[src/hw/rtl/cstr_pkg.sv]
// cstr_pkg: shared types and constants for the contrast stretch unit
// no dependencies; imported by every cstr module and the top level
`timescale 1ns / 1ps
`default_nettype none

package cstr_pkg;

    localparam int PIX_W       = 8;
    localparam int QUEUE_DEPTH = 2;

    // command codes carried in bit 0 of s_tuser
    localparam logic CMD_MEASURE = 1'b0;
    localparam logic CMD_STRETCH = 1'b1;

    // one stretch job with the levels seen when it was accepted
    typedef struct packed {
        logic [PIX_W-1:0] pixel;
        logic [PIX_W-1:0] low_level;
        logic [PIX_W-1:0] high_level;
    } job_t;

    typedef struct packed {
        logic full;
        logic empty;
    } q_stat_t;

endpackage

`default_nettype wire

[src/hw/rtl/cstr_front.sv]
// cstr_front: accepts input transfers, tracks min and max on measure items
// and hands stretch jobs to the queue; depends on cstr_pkg
`timescale 1ns / 1ps
`default_nettype none

module cstr_front
    import cstr_pkg::*;
(
    input  wire logic             aclk,
    input  wire logic             aresetn,
    input  wire logic             s_tvalid,
    output logic                  s_tready,
    input  wire logic [PIX_W-1:0] s_tdata,
    input  wire logic [1:0]       s_tuser,
    input  wire q_stat_t          q_stat,
    output logic                  q_push,
    output job_t                  q_job
);

    logic [PIX_W-1:0] low_reg, low_next;
    logic [PIX_W-1:0] high_reg, high_next;
    logic             accept;
    logic             cmd;
    logic             first;

    assign s_tready = !q_stat.full;
    assign accept   = s_tvalid && s_tready;
    assign cmd      = s_tuser[0];
    assign first    = s_tuser[1];

    assign q_push           = accept && (cmd == CMD_STRETCH);
    assign q_job.pixel      = s_tdata;
    assign q_job.low_level  = low_reg;
    assign q_job.high_level = high_reg;

    always_comb begin
        low_next  = low_reg;
        high_next = high_reg;
        if (accept && (cmd == CMD_MEASURE)) begin
            if (first) begin
                low_next  = s_tdata;
                high_next = s_tdata;
            end else begin
                if (s_tdata < low_reg) begin
                    low_next = s_tdata;
                end
                if (s_tdata > high_reg) begin
                    high_next = s_tdata;
                end
            end
        end
    end

    always_ff @(posedge aclk) begin
        if (!aresetn) begin
            low_reg  <= '0;
            high_reg <= '0;
        end else begin
            low_reg  <= low_next;
            high_reg <= high_next;
        end
    end

endmodule

`default_nettype wire

[src/hw/rtl/cstr_queue.sv]
// cstr_queue: short first-in first-out queue of stretch jobs
// between front and back; depends on cstr_pkg
`timescale 1ns / 1ps
`default_nettype none

module cstr_queue
    import cstr_pkg::*;
#(
    parameter int Depth = QUEUE_DEPTH
) (
    input  wire logic aclk,
    input  wire logic aresetn,
    input  wire logic push,
    input  wire job_t push_job,
    input  wire logic pop,
    output job_t      head_job,
    output q_stat_t   stat
);

    localparam int PtrW = (Depth > 1) ? $clog2(Depth) : 1;
    localparam int CntW = $clog2(Depth + 1);

    job_t            mem [Depth];
    logic [PtrW-1:0] wr_ptr_reg, wr_ptr_next;
    logic [PtrW-1:0] rd_ptr_reg, rd_ptr_next;
    logic [CntW-1:0] count_reg, count_next;

    assign stat.full  = (count_reg == CntW'(Depth));
    assign stat.empty = (count_reg == '0);
    assign head_job   = mem[rd_ptr_reg];

    always_comb begin
        wr_ptr_next = wr_ptr_reg;
        rd_ptr_next = rd_ptr_reg;
        count_next  = count_reg;
        if (push) begin
            wr_ptr_next = (wr_ptr_reg == PtrW'(Depth - 1)) ? '0 : wr_ptr_reg + 1'b1;
        end
        if (pop) begin
            rd_ptr_next = (rd_ptr_reg == PtrW'(Depth - 1)) ? '0 : rd_ptr_reg + 1'b1;
        end
        if (push && !pop) begin
            count_next = count_reg + 1'b1;
        end else if (pop && !push) begin
            count_next = count_reg - 1'b1;
        end
    end

    always_ff @(posedge aclk) begin
        if (push) begin
            mem[wr_ptr_reg] <= push_job;
        end
    end

    always_ff @(posedge aclk) begin
        if (!aresetn) begin
            wr_ptr_reg <= '0;
            rd_ptr_reg <= '0;
            count_reg  <= '0;
        end else begin
            wr_ptr_reg <= wr_ptr_next;
            rd_ptr_reg <= rd_ptr_next;
            count_reg  <= count_next;
        end
    end

endmodule

`default_nettype wire

[src/hw/rtl/cstr_back.sv]
// cstr_back: takes stretch jobs from the queue, scales them with a
// radix-2 restoring divider and holds the result for the master side; depends on cstr_pkg
`timescale 1ns / 1ps
`default_nettype none

module cstr_back
    import cstr_pkg::*;
(
    input  wire logic              aclk,
    input  wire logic              aresetn,
    input  wire q_stat_t           q_stat,
    input  wire job_t              head_job,
    output logic                   q_pop,
    output logic                   m_tvalid,
    input  wire logic              m_tready,
    output logic [PIX_W-1:0]       m_tdata
);

    typedef enum logic [3:0] {
        S_IDLE = 4'b0001,
        S_PREP = 4'b0010,
        S_DIV  = 4'b0100,
        S_DONE = 4'b1000
    } state_t;

    localparam int NumW = 2 * PIX_W;
    localparam int DvdW = NumW + 1;
    localparam int DvsW = PIX_W + 1;
    localparam int CntW = $clog2(PIX_W);

    state_t           state_reg, state_next;
    job_t             job_reg, job_next;
    logic [DvdW-1:0]  rem_reg, rem_next;
    logic [NumW-1:0]  dsh_reg, dsh_next;
    logic [PIX_W-1:0] quo_reg, quo_next;
    logic [CntW-1:0]  cnt_reg, cnt_next;
    logic             out_valid_reg, out_valid_next;
    logic [PIX_W-1:0] out_data_reg, out_data_next;

    logic [PIX_W-1:0] dif;
    logic [PIX_W-1:0] rng;
    logic [NumW-1:0]  num;
    logic [DvdW-1:0]  dvd;
    logic [DvsW-1:0]  dvs;
    logic [DvdW-1:0]  lim;
    logic             fits;
    logic             out_free;

    assign m_tvalid = out_valid_reg;
    assign m_tdata  = out_data_reg;
    assign out_free = !out_valid_reg || m_tready;
    assign q_pop    = (state_reg == S_IDLE) && !q_stat.empty;

    // (2*(p-low)*255 + range) / (2*range)
    assign dif = job_reg.pixel - job_reg.low_level;
    assign rng = job_reg.high_level - job_reg.low_level;
    assign num = {dif, PIX_W'(0)} - {PIX_W'(0), dif};
    assign dvd = {num, 1'b0} + {DvsW'(0), rng};
    assign dvs = {rng, 1'b0};
    assign lim = {dvs, PIX_W'(0)};
    assign fits = (rem_reg >= {1'b0, dsh_reg});

    always_comb begin
        state_next     = state_reg;
        job_next       = job_reg;
        rem_next       = rem_reg;
        dsh_next       = dsh_reg;
        quo_next       = quo_reg;
        cnt_next       = cnt_reg;
        out_valid_next = out_valid_reg;
        out_data_next  = out_data_reg;
        if (out_valid_reg && m_tready) begin
            out_valid_next = 1'b0;
        end
        unique case (state_reg)
            S_IDLE: begin
                if (q_pop) begin
                    job_next   = head_job;
                    state_next = S_PREP;
                end
            end
            S_PREP: begin
                rem_next = dvd;
                dsh_next = {dvs, (PIX_W - 1)'(0)};
                cnt_next = CntW'(PIX_W - 1);
                quo_next = '0;
                if (job_reg.low_level == job_reg.high_level) begin
                    quo_next   = job_reg.pixel;
                    state_next = S_DONE;
                end else if (job_reg.pixel <= job_reg.low_level) begin
                    quo_next   = '0;
                    state_next = S_DONE;
                end else if (dvd >= lim) begin
                    quo_next   = '1;
                    state_next = S_DONE;
                end else begin
                    state_next = S_DIV;
                end
            end
            S_DIV: begin
                if (fits) begin
                    rem_next = rem_reg - {1'b0, dsh_reg};
                end
                quo_next = {quo_reg[PIX_W-2:0], fits};
                dsh_next = dsh_reg >> 1;
                cnt_next = cnt_reg - 1'b1;
                if (cnt_reg == '0) begin
                    state_next = S_DONE;
                end
            end
            S_DONE: begin
                if (out_free) begin
                    out_valid_next = 1'b1;
                    out_data_next  = quo_reg;
                    state_next     = S_IDLE;
                end
            end
            default: begin
                state_next = S_IDLE;
            end
        endcase
    end

    always_ff @(posedge aclk) begin
        job_reg      <= job_next;
        rem_reg      <= rem_next;
        dsh_reg      <= dsh_next;
        quo_reg      <= quo_next;
        cnt_reg      <= cnt_next;
        out_data_reg <= out_data_next;
    end

    always_ff @(posedge aclk) begin
        if (!aresetn) begin
            state_reg     <= S_IDLE;
            out_valid_reg <= 1'b0;
        end else begin
            state_reg     <= state_next;
            out_valid_reg <= out_valid_next;
        end
    end

endmodule

`default_nettype wire

[src/hw/rtl/contrast_stretch_unit.sv]
// contrast_stretch_unit: top level of the 8-bit linear contrast stretch
// depends on cstr_pkg, cstr_front, cstr_queue and cstr_back
//
// channel   dir   tdata           tuser
// s_        in    pixel[7:0]      command[0], first[1]
// m_        out   stretched[7:0]  -
//
// a measure transfer updates the registered min and max when it is accepted
// a stretch transfer passes through the back end as pop, prepare, eight
// divider steps and hand-off; flat, below-minimum and saturating cases skip
// the radix-2 divider steps in cstr_back; hand-off waits until the last result is taken
// reset clears both levels to 0, empties the queue and drops m_tvalid
// s_tready falls only while the job queue is full
`timescale 1ns / 1ps
`default_nettype none

module contrast_stretch_unit
    import cstr_pkg::*;
#(
    parameter int QueueDepth = QUEUE_DEPTH
) (
    input  wire logic             aclk,
    input  wire logic             aresetn,
    input  wire logic             s_tvalid,
    output logic                  s_tready,
    input  wire logic [PIX_W-1:0] s_tdata,   // pixel
    input  wire logic [1:0]       s_tuser,   // command, first
    output logic                  m_tvalid,
    input  wire logic             m_tready,
    output logic [PIX_W-1:0]      m_tdata    // stretched_pixel
);

    q_stat_t q_stat;
    logic    q_push;
    logic    q_pop;
    job_t    push_job;
    job_t    head_job;

    cstr_front u_front (
        .aclk     (aclk),
        .aresetn  (aresetn),
        .s_tvalid (s_tvalid),
        .s_tready (s_tready),
        .s_tdata  (s_tdata),
        .s_tuser  (s_tuser),
        .q_stat   (q_stat),
        .q_push   (q_push),
        .q_job    (push_job)
    );

    cstr_queue #(
        .Depth (QueueDepth)
    ) u_queue (
        .aclk     (aclk),
        .aresetn  (aresetn),
        .push     (q_push),
        .push_job (push_job),
        .pop      (q_pop),
        .head_job (head_job),
        .stat     (q_stat)
    );

    cstr_back u_back (
        .aclk     (aclk),
        .aresetn  (aresetn),
        .q_stat   (q_stat),
        .head_job (head_job),
        .q_pop    (q_pop),
        .m_tvalid (m_tvalid),
        .m_tready (m_tready),
        .m_tdata  (m_tdata)
    );

    a_no_push_when_full: assert property (@(posedge aclk) disable iff (!aresetn)
        q_push |-> !q_stat.full)
        else $error("job pushed into a full queue");

    a_no_pop_when_empty: assert property (@(posedge aclk) disable iff (!aresetn)
        q_pop |-> !q_stat.empty)
        else $error("job popped from an empty queue");

    a_queue_stat_sane: assert property (@(posedge aclk) disable iff (!aresetn)
        !(q_stat.full && q_stat.empty))
        else $error("queue both full and empty");

    a_push_grows_queue: assert property (@(posedge aclk) disable iff (!aresetn)
        (q_push && !q_pop) |=> !q_stat.empty)
        else $error("queue empty after a transfer was pushed");

endmodule

`default_nettype wire
[config.mk]
export PLATFORM = sky130hd
export DESIGN_NAME = contrast_stretch_unit
export DESIGN_NICKNAME = d
export VERILOG_FILES = /design/src/hw/rtl/cstr_pkg.sv /design/src/hw/rtl/cstr_front.sv /design/src/hw/rtl/cstr_queue.sv /design/src/hw/rtl/cstr_back.sv /design/src/hw/rtl/contrast_stretch_unit.sv
export SDC_FILE = /design/constraint.sdc
export NUM_CORES = 1
export LEC_CHECK = 0
export ABC_CLOCK_PERIOD_IN_PS = 4850
export BUFFER_PORTS_ARGS = -buffer_cell sky130_fd_sc_hd__buf_2
export CAP_MARGIN = 20
export CORE_UTILIZATION = 40
export CTS_CLUSTER_DIAMETER = 200
export DETAILED_ROUTE_END_ITERATION = 10
export PLACE_DENSITY_LB_ADDON = 0.2
export SYNTH_ARGS = -nofsm -noshare
export SYNTH_HDL_FRONTEND = slang
export SYNTH_SLANG_ARGS = --single-unit
[constraint.sdc]
create_clock -name aclk -period 4.85 [get_ports aclk]
set_input_delay 0.485 -clock aclk [delete_from_list [all_inputs] [get_ports aclk]]
set_output_delay 0.485 -clock aclk [all_outputs]
set_load 0.02 [all_outputs]
==> results.yml, run 1 <==
routing:
  vias: 5985
  wl_met3_um: 532
  met1_length_mm: 8.15
  vias_per_cell: 5.12
  wl_per_cell_um: 15.9
  final_antenna_net_count: 0
  wirelength_mm: 18.6
  drt-pass1-iter-count: 5
  drc_errors: 0
  drtIter0Drc: 320
  wl_met2_mm: 9.38
  top_layer: "met4"
clock_tree:
  cts_max_level: 4
  cts_buffers: 17
  worst_setup_hold_path_clk_slew_ns: 0.07
  clk_path_buf_depth: 2
  clock_latency_ns: 0.43
  tritoncts: "yes"
  cts.sinks: 149
  root_buffer: "clkbuf_16"
timing:
  fin_crit_ns: 5.37
  fin_worst_skew_ns: 0.00720
  hold_violations: 0
  setup_viol: 10
  relSlewSlack_pct: 34.6
  rsz0062_at_grt: "true"
  tightest_slew_ns: 0.974
  min_period_over_period_pct: 111
  fin_ws_ns: -0.520
  slew_viol_final: 0
  clock.fmax_ghz: 0.186
synth:
  ys_async_sr_fraction_pct: 0
  ys_ff_latch: 149
  synth_cell_type_count: 64
  yosysWarnings: 0
  syn_nets: 840
  synth.cell_area_sq_um: 8450
  syn_inst: 755
  ys_seq_area_share_pct: 50.0
  synth-edff-count: 124
  ys.flop_type: "edfxtp_1"
  synth_area_per_cell_sq_um: 11.2
worst_setup_path:
  cp_max_fo: 8
  crit_type: "reg2reg"
  startpoint_type: "flip-flop"
  required_ns: 5.14
  cp.arrival_ns: 5.66
  critPathCaptureType: "flip-flop"
final_layout:
  fin_nets: 970
  antenna_cells: 0
  largest_reg_flops: 48
  area_growth_pct: 24.9
  final_util_pct: 51.5
  drive_gt1_share_pct: 28.7
grt:
  grt_pass1_vias: 6157
  antenna_found_initial: 0
  grtUsageTotal_pct: 18.1
  grt_max_degree: 40
  overflow: 0
  grt_pass1_wl_mm: 30.7
run_status:
  violations: "negative setup slack"
  status: "finished, violations left"
die:
  num_io_pins: 24
  die-area_sq_um: 21700
  rows: 52
  design.core.area_sq_um: 20500
  die_w_um: 147
  initial_utilization_pct: 41.2
  die_h_um: 147
place:
  dp_hpwl_mm: 14.1
  dp_slack_ns: -0.726
  port_buffers: 23
  place.gp.congestion: 0.856
job:
  drv_cap: 0
worst_hold_path:
  hp-class: "in2reg"
-- synthesized netlist by cell type, types with 8 or more instances --
cell | n | area [sq um]
mux2_2 | 32 | 360
nand3_2 | 8 | 80.1
xor2_1 | 19 | 166
ha_1 | 67 | 838
nor2b_1 | 19 | 119
a21o_1 | 10 | 75.1
edfxtp_1 | 124 | 3720
nor3_1 | 8 | 40.0
xnor2_1 | 30 | 263
o21a_1 | 16 | 120
nor2_1 | 42 | 158
clkbuf_1 | 11 | 41.3
nand3_1 | 31 | 155
nand2_1 | 58 | 218
mux2i_1 | 10 | 100
o21ai_0 | 34 | 170
nand4_1 | 10 | 62.6
a21oi_1 | 40 | 200
dfxtp_1 | 25 | 500
inv_1 | 64 | 240
a21boi_0 | 9 | 67.6
-- repair_timing --
action	CTS	global route
pin swaps	25	26
gates cloned	0	0
gates resized for setup	17	15
setup buffers	8	8
setup endpoints to repair	10	10
hold buffers	0	0
-- cells in the final DEF (no fill, tap or decap), types with 3 or more instances in the layout --
master,count
inv_2,5
xor2_2,4
nand2_1,56
ha_1,61
nand3b_1,4
inv_6,3
a21oi_1,38
ha_4,6
o21a_1,16
o21ai_1,5
buf_2,23
mux2_2,31
nor3_1,8
a21o_1,10
clkinv_8,4
a31oi_1,3
nand3_1,29
inv_8,4
nor2b_1,18
fa_1,3
xnor2_1,28
nand3_2,10
nor2_2,4
dfxtp_1,25
o21ai_0,32
o21bai_1,5
clkbuf_16,17
edfxtp_1,124
mux2i_1,9
nand2b_1,6
a21boi_0,9
nor2_1,37
nor4_1,3
xor2_1,14
inv_1,60
and2_1,3
nand4_1,10
buf_4,102
o211ai_1,4
-- cells by family after synthesis --
| logic type | after synthesis | synth area share [%] |
|---|---|---|
| mux | 42 | 5.45 |
| buf+inv | 83 | 4.01 |
| fa+ha+maj | 71 | 10.9 |
| flops | 149 | 50.0 |
| compound gates | 146 | 11.2 |
| xor+xnor | 50 | 5.27 |
| simple gates | 214 | 13.2 |
-- critical path, cell delays in order (launching register included) --
cell      delay (ns)
edfxtp_1        0.41
inv_2           0.10
ha_4            0.13
inv_2           0.03
fa_2            0.44
a211oi_2        0.27
nor2_2          0.09
xor2_2          0.21
buf_4           0.17
nor3_4          0.19
xor2_1          0.10
ha_1            0.33
o211ai_1        0.12
nand2_2         0.14
nand3_2         0.08
o211ai_1        0.27
buf_4           0.16
nand3b_1        0.10
xor2_2          0.18
ha_1            0.32
nand4_1         0.13
nor4_2          0.19
nand2_1         0.14
nor4_4          0.24
a21oi_1         0.12
or3_4           0.46
nand3_2         0.10
-- final timing paths --
path         cells after the start                            to                         start  slack [ns]
min                              1  u_queue.mem[0][16]$_DFFE_PP_                    s_tdata[0]        0.32
max reg2reg                     26   u_back.quo_reg[6]$_DFFE_PP_  u_back.job_reg[16]$_DFFE_PP_       -0.52
max                             26   u_back.quo_reg[6]$_DFFE_PP_  u_back.job_reg[16]$_DFFE_PP_       -0.52
min reg2reg                      0   u_back.m_tdata[7]$_DFFE_PP_   u_back.quo_reg[7]$_DFFE_PP_        0.43
-- metrics by stage --
stage	area [sq um]	std cells	TNS (ns)	hold WS, ns
5_1_grt	10600	1168	-7.33	0.306
6_report	10600	1168	-4.81	0.319
3_3_place_gp	9590	1120	-5.71	0.421
3_5_place_dp	9620	1122	-6.83	0.423
2_1_floorplan	8530	755	-0.748	0.400
4_1_cts	10400	1160	-5.17	0.299
-- cell type report --
type,instances,area (sq um)
Fill cell,1842,9940
Sequential cell,149,4220
Multi-Input combinational cell,523,4190
Timing Repair Buffer,129,950
Clock buffer,17,425
Tap cell,270,338
Inverter,65,244
Clock inverter,15,184
-- metal layers --
layer | vias to the layer above | GRT usage [%]
li1 | 2990 | -
met1 | 2847 | 21.7
met2 | 112 | 32.1
met3 | 36 | 2.95
met4 | 0 | 7.68
met5 | - | 0
Power of run 1 is left out: the tool's default activity adds up to more than one toggle a clock period on the data nets, which glitch-free logic cannot reach.
==> run 2: changes to the inputs <==
--- a/config.mk
+++ b/config.mk
@@ -8,6 +8,7 @@
 export ABC_CLOCK_PERIOD_IN_PS = 4850
 export BUFFER_PORTS_ARGS = -buffer_cell sky130_fd_sc_hd__buf_2
 export CAP_MARGIN = 20
+export CORE_ASPECT_RATIO = 1.2
 export CORE_UTILIZATION = 40
 export CTS_CLUSTER_DIAMETER = 200
 export DETAILED_ROUTE_END_ITERATION = 10
==> results.yml, run 2 (synthesized netlist as in run 1, its figures left out) <==
final_layout:
  fillers: 1799
  fin_nets: 975
  final_common_cell: "edfxtp_1"
  largest_reg_flops: 48
  antenna_cells: 0
  area_growth_pct: 25.4
  drive_gt1_share_pct: 29.5
  layout_common_cells: "124 x edfxtp_1, 106 x buf_4, 62 x ha_1"
  final_cells: 1168
clock_tree:
  tritoncts: "yes"
  clock_latency_ns: 0.43
  cts.sinks: 149
  worst_setup_hold_path_clk_slew_ns: 0.07
  cts_max_level: 4
  root_buffer: "clkbuf_16"
  cts_buffers: 17
  clk_path_buf_depth: 2
  postCtsHoldBufs: 0
die:
  die_w_um: 135
  rows: 57
  num_io_pins: 24
  initial_utilization_pct: 41.3
  die-area_sq_um: 21700
  die_h_um: 161
  design.core.area_sq_um: 20500
grt:
  overflow: 0
  grtUsageTotal_pct: 19.0
  grt_max_degree: 40
  antenna_found_initial: 0
  grt_pass1_wl_mm: 31.7
  grt_pass1_vias: 6287
routing:
  drtIter0Drc: 233
  final_antenna_net_count: 0
  wl_per_cell_um: 16.7
  vias: 6022
  drc_errors: 0
  vias_per_cell: 5.16
  wirelength_mm: 19.5
  drt-pass1-iter-count: 5
timing:
  tns_ns: -4.08
  setup_viol: 10
  tightest_slew_ns: 1.09
  fin_worst_skew_ns: 0.0165
  clock.fmax_ghz: 0.189
  fin_crit_ns: 5.29
  min_period_over_period_pct: 109
  rsz0062_at_grt: "true"
  slew_viol_final: 0
  relSlewSlack_pct: 26.9
  hold_violations: 0
  fin_ws_ns: -0.440
worst_setup_path:
  critPathCaptureType: "flip-flop"
  worstRegToRegCells: 25
  cp.arrival_ns: 5.57
  r2r_end: "u_back.quo_reg[2]$_DFFE_PP_"
  cp-startpoint: "u_back.job_reg[16]$_DFFE_PP_"
  r2r_slack_ns: -0.44
  cp_max_fo: 8
  reg2reg_from: "u_back.job_reg[16]$_DFFE_PP_"
  startpoint_type: "flip-flop"
  crit_type: "reg2reg"
  required_ns: 5.13
worst_hold_path:
  whs_path_depth: 1
  holdPathEnd: "u_queue.mem[0][19]$_DFFE_PP_"
  hp-class: "in2reg"
  worstHoldStart: "s_tdata[3]"
run_status:
  status: "finished, violations left"
  violations: "negative setup slack"
place:
  place.gp.congestion: 0.858
  dp_cells: 1123
  port_buffers: 23
  dp_hpwl_mm: 14.7
  dp_slack_ns: -0.548
job:
  drv_cap: 0
## run 2: critical path: stages (launching register included)
cell and delay, ns:
edfxtp_1 0.40, inv_2 0.10, ha_4 0.13, inv_2 0.03, fa_2 0.54, inv_2 0.05
ha_4 0.16, buf_6 0.12, xor2_2 0.17, ha_1 0.32, nor2b_4 0.14, o31a_1 0.32
o211ai_1 0.16, nand2_1 0.14, buf_4 0.16, buf_4 0.12, mux2_2 0.30, xnor2_2 0.16
ha_1 0.28, nand3_1 0.08, nor4_2 0.27, nand2_1 0.14, nor4_4 0.21, a21oi_1 0.11
or3_4 0.46, nand3_2 0.10
## run 2: how the worst max path moves through the flow
stage,endpoint,depth (start not counted)
6_report,u_back.quo_reg[2]$_DFFE_PP_,25
5_1_grt,u_back.quo_reg[2]$_DFFE_PP_,25
4_1_cts,u_back.quo_reg[0]$_DFFE_PP_,27
3_5_place_dp,u_back.quo_reg[6]$_DFFE_PP_,27
3_3_place_gp,u_back.quo_reg[6]$_DFFE_PP_,27
2_1_floorplan,u_back.quo_reg[6]$_DFFE_PP_,29
## run 2: layer usage
layer / GRT usage, % / routed length [um] / vias to the layer above
li1: - / - / 3001
met2: 36.6 / 10900 / 99
met4: 6.38 / 365 / 0
met1: 20.5 / 7790 / 2895
met3: 3.70 / 454 / 27
met5: 0 / 0 / -
## run 2: repair_timing
item                       in CTS  in global routing
gates resized for setup        21                 15
pin swaps                      26                 30
setup endpoints to repair      10                 10
cloned                          0                  0
buffers inserted               11                  4
## run 2: final cells by class
type / instances / area [sq um] / area share, %
flip-flops and latches: 149 / 4220 / 39.9
repair buffers: 134 / 1000 / 9.43
multi-input cells: 523 / 4190 / 39.6
clock inverters: 15 / 180 / 1.70
clock buffers: 17 / 425 / 4.01
well taps: 265 / 332 / 3.13
inverters: 65 / 244 / 2.30
## run 2: through the flow
step                util (%)  instance area, sq um  hold WS [ns]
global placement        47.1                  9640         0.438
CTS                     51.2                 10500         0.303
global route            51.8                 10600         0.308
floorplan                  -                  8530         0.400
finish                  51.8                 10600         0.323
detailed placement      47.3                  9670         0.441
Power of run 2 is left out for the same reason.
